[config.mk]
export PLATFORM = sky130hd
export DESIGN_NAME = dfr_sqrt_cell
export DESIGN_NICKNAME = d
export VERILOG_FILES = /design/src/design/dfr_pkg.sv /design/src/design/dfr_sqrt_cell.sv
export SDC_FILE = /design/constraint.sdc
export NUM_CORES = 1
export LEC_CHECK = 0
export BUFFER_PORTS_ARGS = -buffer_cell sky130_fd_sc_hd__buf_2
export CORE_AREA = 2 2 95 97
export CTS_CLUSTER_SIZE = 16
export DETAILED_ROUTE_END_ITERATION = 6
export DIE_AREA = 0 0 97 99
export PLACE_DENSITY_LB_ADDON = 0.1
export SLEW_MARGIN = 25
export SYNTH_ARGS = -nofsm -noshare
export SYNTH_HDL_FRONTEND = slang
export SYNTH_SLANG_ARGS = --single-unit
[constraint.sdc]
create_clock -name clk -period 4.7 [get_ports clk]
set_input_delay 0.94 -clock clk [delete_from_list [all_inputs] [get_ports clk]]
set_output_delay 0.94 -clock clk [all_outputs]
set_load 0.03 [all_outputs]
[src/design/dfr_pkg.sv]
// ----------------------------------------------------------------------------
// dfr_pkg
// Shared types and widths for the dielectric Fresnel reflectance pipeline.
// ----------------------------------------------------------------------------
package dfr_pkg;

  localparam int CosWidth    = 16;
  localparam int IndexWidth  = 16;
  localparam int ReflWidth   = 17;

  // Transmitted squared cosine division: 62-bit numerator over nt^2.
  localparam int CosDivDw    = 32;
  localparam int CosDivQw    = 31;

  // Square root of the Q0.32 squared cosine, one root bit per cell.
  localparam int SqrtRootW   = 17;

  // Amplitude ratio division: 51-bit numerator over a 34-bit sum.
  localparam int RatioDivDw  = 34;
  localparam int RatioDivQw  = 17;

  // Side data that rides along the cosine and root chains: mag, ni, nt, tir.
  localparam int SideWidth   = CosWidth + 2 * IndexWidth + 1;
  // Side data of the ratio chains: tir and the two zero-sum flags.
  localparam int RatioSideW  = 3;

  localparam int LatencyCycles = 73;

  typedef struct packed {
    logic signed [CosWidth-1:0]   cos_incident;
    logic        [IndexWidth-1:0] index_incident;
    logic        [IndexWidth-1:0] index_transmit;
  } request_t;

  typedef struct packed {
    logic [ReflWidth-1:0] reflectance;
    logic                 total_internal;
  } result_t;

endpackage

[src/design/dfr_sqrt_cell.sv]
// ----------------------------------------------------------------------------
// dfr_sqrt_cell
// One digit-by-digit square root step: two radicand bits in, one root bit out.
// ----------------------------------------------------------------------------
module dfr_sqrt_cell
  import dfr_pkg::*;
#(
  parameter int RW = SqrtRootW,
  parameter int SW = SideWidth
) (
  input  logic            clk,
  input  logic            rst,
  input  logic            valid_in,
  input  logic [RW+1:0]   rem_in,
  input  logic [RW-1:0]   root_in,
  input  logic [2*RW-1:0] bits_in,
  input  logic [SW-1:0]   side_in,
  output logic            valid_out,
  output logic [RW+1:0]   rem_out,
  output logic [RW-1:0]   root_out,
  output logic [2*RW-1:0] bits_out,
  output logic [SW-1:0]   side_out
);

  logic [RW+3:0] widened;
  logic [RW+3:0] trial;
  logic          ge;
  logic [RW+1:0] rem_next;

  always_comb begin
    widened  = {rem_in, bits_in[2*RW-1:2*RW-2]};
    trial    = {2'b00, root_in, 2'b01};
    ge       = (widened >= trial);
    rem_next = ge ? (RW+2)'(widened - trial) : (RW+2)'(widened);
  end

  always_ff @(posedge clk) begin
    if (rst) begin
      valid_out <= 1'b0;
    end else begin
      valid_out <= valid_in;
    end
    rem_out  <= rem_next;
    root_out <= {root_in[RW-2:0], ge};
    bits_out <= {bits_in[2*RW-3:0], 2'b00};
    side_out <= side_in;
  end

endmodule

==> reports/qor.csv <==
metric,value,unit
status,completed,
vias,3084,
"Seq/Total Area, Yosys",62.64,%
CP max FO,16,
required time of the critical path,5090,ps
Site Rows,34,
DIE AREA,0.009603,sq mm
GRT Util Overall,20.25,%
via count of the first global-routing pass,3045,
#FFs+latches synth,118,
DRC errors left,0,
Initial Util,44.10,%
initial antenna violation count,0,
postcts setup bufs,0,
die width,97,um
CTS tree,built,
Nets,702,
main area contributors after synthesis,"dfxtp_1, ha_1, mux2_4, inv_1, a21oi_1",
pin count of the biggest net entering global routing,17,
DRT Pass-1 Iters,4,
critical path type,input pin to flop,
Port Buffer Count,239,
Post-Synthesis Cells,312,
Tmin final,2908,ps
share of cells above drive strength 1,51.05,%
Die Height,99,um
Max H-tree Level,4,
most instantiated library cell after synthesis,dfxtp_1,
final hold vios,0,
setup TNS,0,ps
Hold Crit Start,side_in[44],
footprint of the multi-input gates,0.001227,sq mm
Resized cells post-CTS,0,
Root Buffer,clkbuf_8,
syn_area_per_cell,12.09,sq um
Pleak,2.870,nW
clock-pin slew on the worst setup and hold paths,60,ps
CP Launch Type,input pin,
Min-Delay Path Depth,1,
routed wire length per instance,14.24,um
aggregate global routing overflow,0,
Critical Path AT,3300,ps
CTS Buffer Depth,2,
ANT cells,0,
Overall Power,2.919,mW
CP endpoint kind,flop,
Max VDD drop,0.2367,mV
Core Area,0.008551,sq mm
Post-CTS Hold Buffers,0,
Filler cells,720,
io pins,242,
Storage cell area,0.002362,sq mm
"EDFF count, synth",0,
post-synth top area share,62.64,%
max-slew violations,0,
most instantiated cells after synthesis,"dfxtp_1, inv_1, a21oi_1",
vias per inst,4.522,
Max Cap Viol,0,
Placer Congestion,0.7838,
Routed WL,9712,um
hold endpoint,side_out[44],
first-pass GRT wire length,15060,um
PwrDens,518.0,mW/mm^2
CTS buffer count,17,
final setup fails,0,
asr flop ratio synth,0,%
fin crit share,61.88,%
initial drt markers,53,
TritonCTS Sinks,118,
Synth Cell Area,0.003771,sq mm
Hold WC Path Type,input pin to flop,
Unique masters post-synth,43,
post-synth top area cell,dfxtp_1,
synth warn,0,
synth-to-layout area growth,49.40,%
"Primary FF master, synth",dfxtp_1,
f_max,0.3438,GHz
hpwl dp,7608,um
unrepaired setup endpoints after global routing,false,
Routed Antenna Nets,0,
## cells by family after synthesis
logic type                 share of synthesized area (%)
DFF                                                62.64
AOI/OAI and AO/OA                                  9.191
and+or+nand+nor                                    6.437
buffers and inverters                              4.910
adders and majority gates                          6.304
muxes                                              6.934
xor gates and xnor gates                           3.484
other                                            0.09944
## layer usage
metal | global-route usage (%) | wire length (um) | part of all wire, %
met5 | 0 | 0 | 0
met3 | 7.660 | 655 | 6.7
met2 | 34.51 | 4987 | 51
met1 | 22.96 | 3921 | 40
met4 | 8.342 | 148 | 1.5
## worst max-delay path by stage
| stage | from | to | slack, ps | cells past startpoint |
|---|---|---|---|---|
| global route | root_in[12] | rem_out[4] | 1660 | 10 |
| finish | rem_in[0] | rem_out[14] | 1790 | 9 |
| floorplan | root_in[12] | rem_out[10] | 1850 | 10 |
| detailed placement | rem_in[0] | rem_out[14] | 1300 | 9 |
| CTS | rem_in[0] | rem_out[14] | 1830 | 9 |
| global placement | rem_in[0] | rem_out[16] | 1350 | 9 |
## worst max-delay path, stage by stage
cell and delay [ps]:
buf_2 100, ha_1 360, o211ai_1 180, o21ai_1 140, o21ai_1 350, o21ai_2 130
a21oi_2 370, buf_4 380, mux2_4 340
## power breakdown
group | leakage [nW] | internal, mW | total (mW) | switching [mW]
Combinational | 1.57 | 0.187 | 0.504 | 0.317
Sequential | 0.995 | 1.08 | 1.10 | 0.0172
Clock | 0.300 | 0.822 | 1.32 | 0.493
Total | 2.87 | 2.09 | 2.92 | 0.827
## cell type report
| cell class | count | share of cell area, % |
|---|---|---|
| Clock buffer | 17 | 7.351 |
| Clock inverter | 15 | 3.376 |
| Inverter | 27 | 1.799 |
| Multi-Input combinational cell | 157 | 21.79 |
| Sequential cell | 118 | 41.93 |
| Tap cell | 108 | 2.398 |
| Timing Repair Buffer | 240 | 21.36 |
## placed cells by master, fill, tap and decap left out, types with 4 or more instances in the layout
cell / instances
nand2_1: 14
o21a_1: 4
nand4_1: 5
o21ai_0: 9
dfxtp_1: 118
xnor2_1: 8
nor2_1: 9
buf_2: 239
xor2_1: 7
mux2_4: 14
inv_6: 6
inv_1: 27
mux2i_1: 4
ha_1: 19
clkbuf_16: 16
a21oi_1: 20
## flip-flops by register name, summed over array words and instances (netlist names)
name       cells
bits_out      32
rem_out       19
root_out      17
side_out      49
valid_out      1
## through the flow
step	hold slack (ps)	std cells	instance area [sq um]	utilization, %	setup slack [ps]
after floorplan	967.7	313	3775	-	1848
after global placement	1043	650	5030	58.82	1353
after detailed placement	1044	650	5030	58.82	1301
after CTS	512.6	682	5634	65.89	1829
after global routing	492.4	682	5634	65.89	1663
final	533.2	682	5634	65.89	1792
No activity file was read; power rests on OpenSTA's default activity.
