$ cat config.mk
export PLATFORM = sky130hd
export DESIGN_NAME = dfr_div_cell
export DESIGN_NICKNAME = d
export VERILOG_FILES = /design/src/design/dfr_pkg.sv /design/src/design/dfr_div_cell.sv
export SDC_FILE = /design/constraint.sdc
export NUM_CORES = 1
export LEC_CHECK = 0
export BUFFER_PORTS_ARGS = -buffer_cell sky130_fd_sc_hd__buf_2
export CAP_MARGIN = 0
export CORE_MARGIN = 4
export CORE_UTILIZATION = 25
export CTS_BUF_LIST = sky130_fd_sc_hd__clkbuf_4 sky130_fd_sc_hd__clkbuf_8
export DETAILED_ROUTE_END_ITERATION = 6
export PLACE_DENSITY = 0.54
export SLEW_MARGIN = 15
export SYNTH_ARGS = -nofsm -noshare
export SYNTH_HDL_FRONTEND = slang
export SYNTH_SLANG_ARGS = --single-unit
$ cat constraint.sdc
create_clock -name clk -period 10.5 [get_ports clk]
set_input_delay 2.625 -clock clk [delete_from_list [all_inputs] [get_ports clk]]
set_output_delay 2.625 -clock clk [all_outputs]
set_load 0.05 [all_outputs]
$ cat src/design/dfr_pkg.sv
// ----------------------------------------------------------------------------
// dfr_pkg
// Shared types and widths for the dielectric Fresnel reflectance pipeline.
// ----------------------------------------------------------------------------
package dfr_pkg;

  localparam int CosWidth    = 16;
  localparam int IndexWidth  = 16;
  localparam int ReflWidth   = 17;

  // Transmitted squared cosine division: 62-bit numerator over nt^2.
  localparam int CosDivDw    = 32;
  localparam int CosDivQw    = 31;

  // Square root of the Q0.32 squared cosine, one root bit per cell.
  localparam int SqrtRootW   = 17;

  // Amplitude ratio division: 51-bit numerator over a 34-bit sum.
  localparam int RatioDivDw  = 34;
  localparam int RatioDivQw  = 17;

  // Side data that rides along the cosine and root chains: mag, ni, nt, tir.
  localparam int SideWidth   = CosWidth + 2 * IndexWidth + 1;
  // Side data of the ratio chains: tir and the two zero-sum flags.
  localparam int RatioSideW  = 3;

  localparam int LatencyCycles = 73;

  typedef struct packed {
    logic signed [CosWidth-1:0]   cos_incident;
    logic        [IndexWidth-1:0] index_incident;
    logic        [IndexWidth-1:0] index_transmit;
  } request_t;

  typedef struct packed {
    logic [ReflWidth-1:0] reflectance;
    logic                 total_internal;
  } result_t;

endpackage

$ cat src/design/dfr_div_cell.sv
// ----------------------------------------------------------------------------
// dfr_div_cell
// One restoring division step: produces one quotient bit per cycle.
// ----------------------------------------------------------------------------
module dfr_div_cell
  import dfr_pkg::*;
#(
  parameter int DW = CosDivDw,
  parameter int QW = CosDivQw,
  parameter int SW = SideWidth
) (
  input  logic          clk,
  input  logic          rst,
  input  logic          valid_in,
  input  logic [DW-1:0] rem_in,
  input  logic [QW-1:0] lq_in,
  input  logic [DW-1:0] div_in,
  input  logic [SW-1:0] side_in,
  output logic          valid_out,
  output logic [DW-1:0] rem_out,
  output logic [QW-1:0] lq_out,
  output logic [DW-1:0] div_out,
  output logic [SW-1:0] side_out
);

  logic [DW:0]   trial;
  logic          ge;
  logic [DW-1:0] rem_next;

  // The dividend bits shift out of the top of lq while quotient bits
  // shift into its bottom, so after QW cells lq holds the quotient.
  always_comb begin
    trial    = {rem_in, lq_in[QW-1]};
    ge       = (trial >= {1'b0, div_in});
    rem_next = ge ? DW'(trial - {1'b0, div_in}) : DW'(trial);
  end

  always_ff @(posedge clk) begin
    if (rst) begin
      valid_out <= 1'b0;
    end else begin
      valid_out <= valid_in;
    end
    rem_out  <= rem_next;
    lq_out   <= {lq_in[QW-2:0], ge};
    div_out  <= div_in;
    side_out <= side_in;
  end

endmodule

==> out/results.ini, run 1 <==
[outcome]
status = finished, final reports clean

[timing]
maxSlewViolCount = 0
fin_crit_ns = 5.30
finalCritPeriodShare_pct = 50.4
timing.slew.headroom_pct = 64.0
tns_ns = 0
setup_viol = 0
tightest_slew_ns = 0.537
rsz0062_at_grt = no
timing_hold_violations_final = 0
max_freq_mhz = 189

[routing]
drt-initial-drc-count = 129
drc = 0
first_pass_iters = 4
detail-route-antenna-nets = 0
wl_per_cell_microns = 14.7
avgViaCountPerCell = 4.16
wirelength_microns = 15700
vias = 4442

[yosys]
seq_area_frac_synth_pct = 56.7
synth_area_sq_um = 5120
synth_edf_count = 0
synth_top_flop_cell = dfxtp_1
synth.area.top_cells = dfxtp_1 57%, ha_1 7.8%, a21oi_1 5.5%
yosys.area.top_type = dfxtp_1
syn_nets = 671
synth_seq_cells = 145
synth_top_area_share_pct = 56.7
ys_warn_count = 0
synth_cell_type_count = 48
async_flop_share_pct = 0
syn_inst = 491
syn_area_per_cell_sq_um = 10.4

[clock_network]
cts-buffers-inserted = 17
path_clk_slew_ns = 0.09
cts-resized-gates = 0
tritoncts_num_sinks = 145
ctsHoldBuffers = 0
htreeDepth = 4
cts_root_buffer = clkbuf_8
postCtsSetupBuffers = 0
cts_buffer_depth = 2
cts_tree = done

[floorplan]
die_y_microns = 151
rows = 52
floorplan.initialDensity_pct = 25.4
dieArea_sq_um = 22800
core_area_sq_um = 20200
ios = 292
die_x_microns = 151

[cells_and_area]
finalCoreUtilization_pct = 35.8
syn2layout_area_growth_pct = 41.0
n_antenna_cell = 0
post_route_cells_drive_above_1_share_pct = 41.9
nNetsFinal = 965
n_fill_cell = 2083

[pwr]
switching_power_uw = 544
p_int_uw = 907
p_per_area_nw_per_um2 = 201
p_clk_share_pct = 29.8
peakVddDrop_v = 0.0000741
swShare_pct = 37.5
power_frac_seq_pct = 42.1
combPwrFrac_pct = 28.1
p_leak_nw = 3.59

[global_routing]
grt-ovfl-total = 0
grt_pass1_wl_microns = 22700
antenna_found_initial = 2
grt_max_degree = 28
grt_pass1_vias = 4310
grt_usage_pct = 13.1

[setup_path]
arrival_ns = 5.63
cp.required_ns = 10.84
worst_path_largest_cell_delay_ns = 0.41
critPathMaxFanout = 4
cp-end-kind = flip-flop
cp_slowest_cell = fa_1
worstSetupStartpointType = primary input
critPathMostFrequentCell = a21oi_1
crit_path_cell_trace = buf_2 > inv_1 > ha_1 > fa_1 > nand2b_1 > a21oi_1 > o21ai_0 > o311a_1 > a31oi_1 > a21oi_1 > o41ai_1 > xor2_1 > mux2_1
criticalPathCategory = in2reg

[placement]
hpwlAfterDp_microns = 12900
finalWeightedCongestion = 0.737
io_buffers = 291

[hold_path]
hp-class = in2reg
hold_depth = 1

[flow_run]
drv_cap = 0

==> Yosys cell counts, drive strengths merged, types with 10 or more instances <==
library cell	instances
nand2	26
o21ai	18
ha	32
nor2	35
xnor2	15
inv	38
buf	11
a21oi	56
dfxtp	145
a21o	12
mux2	10
xor2	12
==> sequential cells by signal (all words and copies together), names as in the netlist <==
name	cells
div_out	32
rem_out	32
lq_out	31
side_out	49
valid_out	1
==> per-layer routing <==
layer  GRT usage, %  vias to the layer above  share of wire, %
met5              0                        -              0.13
met4           4.35                        4               1.1
met3           4.07                       15               9.2
met2           22.7                      184                49
met1           15.2                     1969                40
li1               -                     2270                 -
==> worst max-delay path, delay by kind of cell <==
kind / cells / cell delay (ns)
xor gates and xnor gates: 1 / 0.12
buffers and inverters: 2 / 0.13
AOI/OAI and AO/OA: 6 / 1.65
and+or+nand+nor: 1 / 0.18
muxes: 1 / 0.31
adders and majority gates: 2 / 0.62
==> cell families after synthesis <==
logic type | synth area share (%)
buffers and inverters | 4.55
adder cells (fa/ha/maj) | 8.21
XOR/XNOR | 4.62
AND/OR/NAND/NOR | 9.22
multiplexers | 2.40
flip-flops | 56.7
AO/OA/AOI/OAI | 14.3
==> power groups by stage <==
stage	Sequential [mW]	Clock [mW]	Combinational, mW
floorplan	0.804	0	0.118
global placement	0.623	0	0.411
detailed placement	0.624	0	0.411
CTS	0.611	0.453	0.413
global route	0.616	0.477	0.436
finish	0.610	0.433	0.407
==> through the flow <==
stage | setup WS, ns | cells | hold slack, ns | total power, mW | area [sq um]
2_1_floorplan | 5.24 | 491 | 2.65 | 0.922 | 5120
4_1_cts | 5.23 | 1067 | 2.24 | 1.48 | 7220
5_1_grt | 5.04 | 1067 | 2.23 | 1.53 | 7220
3_3_place_gp | 4.72 | 1036 | 2.73 | 1.03 | 6840
3_5_place_dp | 4.74 | 1036 | 2.73 | 1.03 | 6840
6_report | 5.20 | 1067 | 2.27 | 1.45 | 7220
==> area by class of cell <==
class	instances	area, sq um	area share [%]
Clock buffer	17	234	3.24
Clock inverter	14	148	2.05
Inverter	38	143	1.98
Multi-Input combinational cell	290	1980	27.5
Sequential cell	145	2900	40.2
Tap cell	270	338	4.68
Timing Repair Buffer	293	1470	20.4
==> cell usage in the layout, fill, tap and decap left out, drive strengths merged, types with 15 or more instances in the layout <==
| cell | count |
|---|---|
| nand2 | 26 |
| nor2 | 35 |
| buf | 293 |
| ha | 32 |
| xnor2 | 15 |
| inv | 45 |
| a21oi | 56 |
| clkbuf | 17 |
| o21ai | 18 |
| dfxtp | 145 |
==> worst paths after layout <==
path	slack, ns	endpoint	startpoint
worst max-delay path	5.20	rem_out[30]$_DFF_P_	lq_in[30]
worst min-delay path	2.27	side_out[39]$_DFF_P_	side_in[39]
Power figures use the tool's default switching activity.
==> run 2, diff against run 1 <==
ABC_AREA = 1   (was unset)
PLACE_DENSITY = 0.53   (was 0.54)
clock period = 5.43 ns   (was 10.5 ns; I/O delays follow)
==> out/results.ini, run 2 <==
[outcome]
status = finished, final reports clean

[yosys]
ys_warn_count = 0
synthTopCellsByCount = 297 x nand2_1, 151 x inv_1, 145 x dfxtp_1, 37 x nand3_1, 35 x nor2_1
synthMostInstantiatedCell = nand2_1
synth_cell_type_count = 27
yosys.area.top_type = dfxtp_1
synth_top_area_share_pct = 48.2
syn_inst = 797
synth_top_flop_cell = dfxtp_1
syn_nets = 977
synth_area_sq_um = 6020
syn_area_per_cell_sq_um = 7.55
synth_seq_cells = 145
async_flop_share_pct = 0
synth.area.top_cells = dfxtp_1 48%, nand2_1 19%, inv_1 9.4%
seq_area_frac_synth_pct = 48.2
synth_edf_count = 0

[global_routing]
grt_pass1_vias = 5562
grt-ovfl-total = 0
grt_pass1_wl_microns = 30600
grt_usage_pct = 14.9
grt_max_degree = 37
antenna_found_initial = 4

[placement]
dpl_cell_area_sq_um = 7800
io_buffers = 291
hpwlAfterDp_microns = 17000
finalWeightedCongestion = 0.893
post-place-ws_ns = 1.90

[timing]
maxSlewViolCount = 0
tightest_slew_ns = 0.469
timing.slew.headroom_pct = 68.5
fin_crit_ns = 3.05
tns_ns = 0
finalCritPeriodShare_pct = 56.1
max_freq_mhz = 328
rsz0062_at_grt = no
fin_ws_ns = 2.38
timing_hold_violations_final = 0
setup_viol = 0

[routing]
detail-route-antenna-nets = 0
wl_per_cell_microns = 14.2
wirelength_microns = 20400
drt-initial-drc-count = 298
drc = 0
first_pass_iters = 4
avgViaCountPerCell = 3.92
vias = 5623

[cells_and_area]
nNetsFinal = 1280
largest_reg_flops = 49
syn2layout_area_growth_pct = 36.0
final_common_cell = nand2_1
finalCoreUtilization_pct = 34.7
max_flop_register = side_out
reg_top3 = side_out (49), div_out (32), rem_out (32)
final_cell_mix = 297 x nand2_1, 291 x buf_2, 151 x inv_1, 145 x dfxtp_1, 37 x nand3_1
post_route_cells_drive_above_1_share_pct = 31.4
final_area_sq_um = 8190

[floorplan]
die_x_microns = 163
core_area_sq_um = 23600
rows = 56
ios = 292
dieArea_sq_um = 26600
floorplan.initialDensity_pct = 25.5
die_y_microns = 163

[pwr]
total_power_mw = 2.85
p_per_area_nw_per_um2 = 348
peakVddDrop_v = 0.000143
p_leak_nw = 4.71

[clock_network]
cts-resized-gates = 0
ctsHoldBuffers = 0
cts_tree = done
cts-buffers-inserted = 17
path_clk_slew_ns = 0.10
htreeDepth = 4
postCtsSetupBuffers = 0
cts_root_buffer = clkbuf_8
cts_buffer_depth = 2
tritoncts_num_sinks = 145

[hold_path]
hp-class = in2reg
whs_endpoint = side_out[47]$_DFF_P_
hold_depth = 1
min_from = side_in[47]

[setup_path]
cp.required_ns = 5.77
criticalPathCategory = in2reg
cp-end-kind = flip-flop
worstSetupStartpointType = primary input
critPathMaxFanout = 36
arrival_ns = 3.39

[flow_run]
drv_cap = 0

[run 2: cell count changes after synthesis, moves of 7 or more]
cell and delta:
nand3_1 +29, a21o_1 -12, nand2_1 +271, a21oi_1 -35, xnor2_1 -14, buf_2 -7
nand2_2 +11, inv_1 +113, nand3b_1 +9, o21ai_0 -14
[run 2: metrics by stage]
step,instances,hold WS [ns]
4_1_cts,1432,0.959
3_3_place_gp,1400,1.46
2_1_floorplan,797,1.39
3_5_place_dp,1400,1.46
5_1_grt,1433,0.950
6_report,1433,0.999
[run 2: power breakdown]
group	total [mW]	leakage (nW)	internal, mW	switching [mW]
combinational	0.827	3.29	0.211	0.616
clock	0.848	0.195	0.353	0.495
sequential	1.18	1.22	1.15	0.0220
[run 2: critical path, stage by stage]
cell	delay (ns)
buf_2	0.09
inv_1	0.04
ha_1	0.35
nand2_1	0.12
nor2_1	0.31
nand2_1	0.11
nor2_2	0.11
nand2_1	0.08
nand3_1	0.10
nor2_2	0.08
nand2_8	0.23
inv_4	0.21
nand2_1	0.11
nand2_1	0.05
[run 2: metal layers]
metal | GRT usage, % | part of all wire, % | up-vias
met1 | 17.3 | 41 | 2406
met4 | 3.74 | 0.99 | 6
met5 | 0 | 0.20 | -
met2 | 26.1 | 49 | 208
met3 | 5.37 | 9.1 | 17
li1 | - | - | 2986
[run 2: cell families (layout without fill, tap and decap cells)]
group / after synthesis / after routing / synth area share (%)
AO/OA/AOI/OAI: 25 / 25 / 2.16
XOR/XNOR: 14 / 14 / 2.04
adder cells (fa/ha/maj): 33 / 33 / 6.98
buffers and inverters: 160 / 476 / 10.8
flip-flops: 145 / 145 / 48.2
other: 0 / 1 / 0
AND/OR/NAND/NOR: 420 / 420 / 29.8
[run 2: worst max-delay path by stage]
stage	from	to	slack, ns	depth (start not counted)
floorplan	lq_in[30]	rem_out[16]$_DFF_P_	2.60	13
global placement	div_in[3]	rem_out[25]$_DFF_P_	1.90	16
detailed placement	div_in[3]	rem_out[29]$_DFF_P_	1.90	16
CTS	div_in[3]	rem_out[29]$_DFF_P_	2.38	16
global route	div_in[15]	rem_out[17]$_DFF_P_	2.18	14
finish	div_in[15]	rem_out[15]$_DFF_P_	2.38	14
[run 2: final cells by class]
class,count,area (sq um)
clock inverter,14,136
timing repair buffer,291,1460
multi-input combinational,492,2470
fill,2596,15400
tap,319,399
sequential,145,2900
inverter,153,577
clock buffer,18,248
antenna,1,2.50
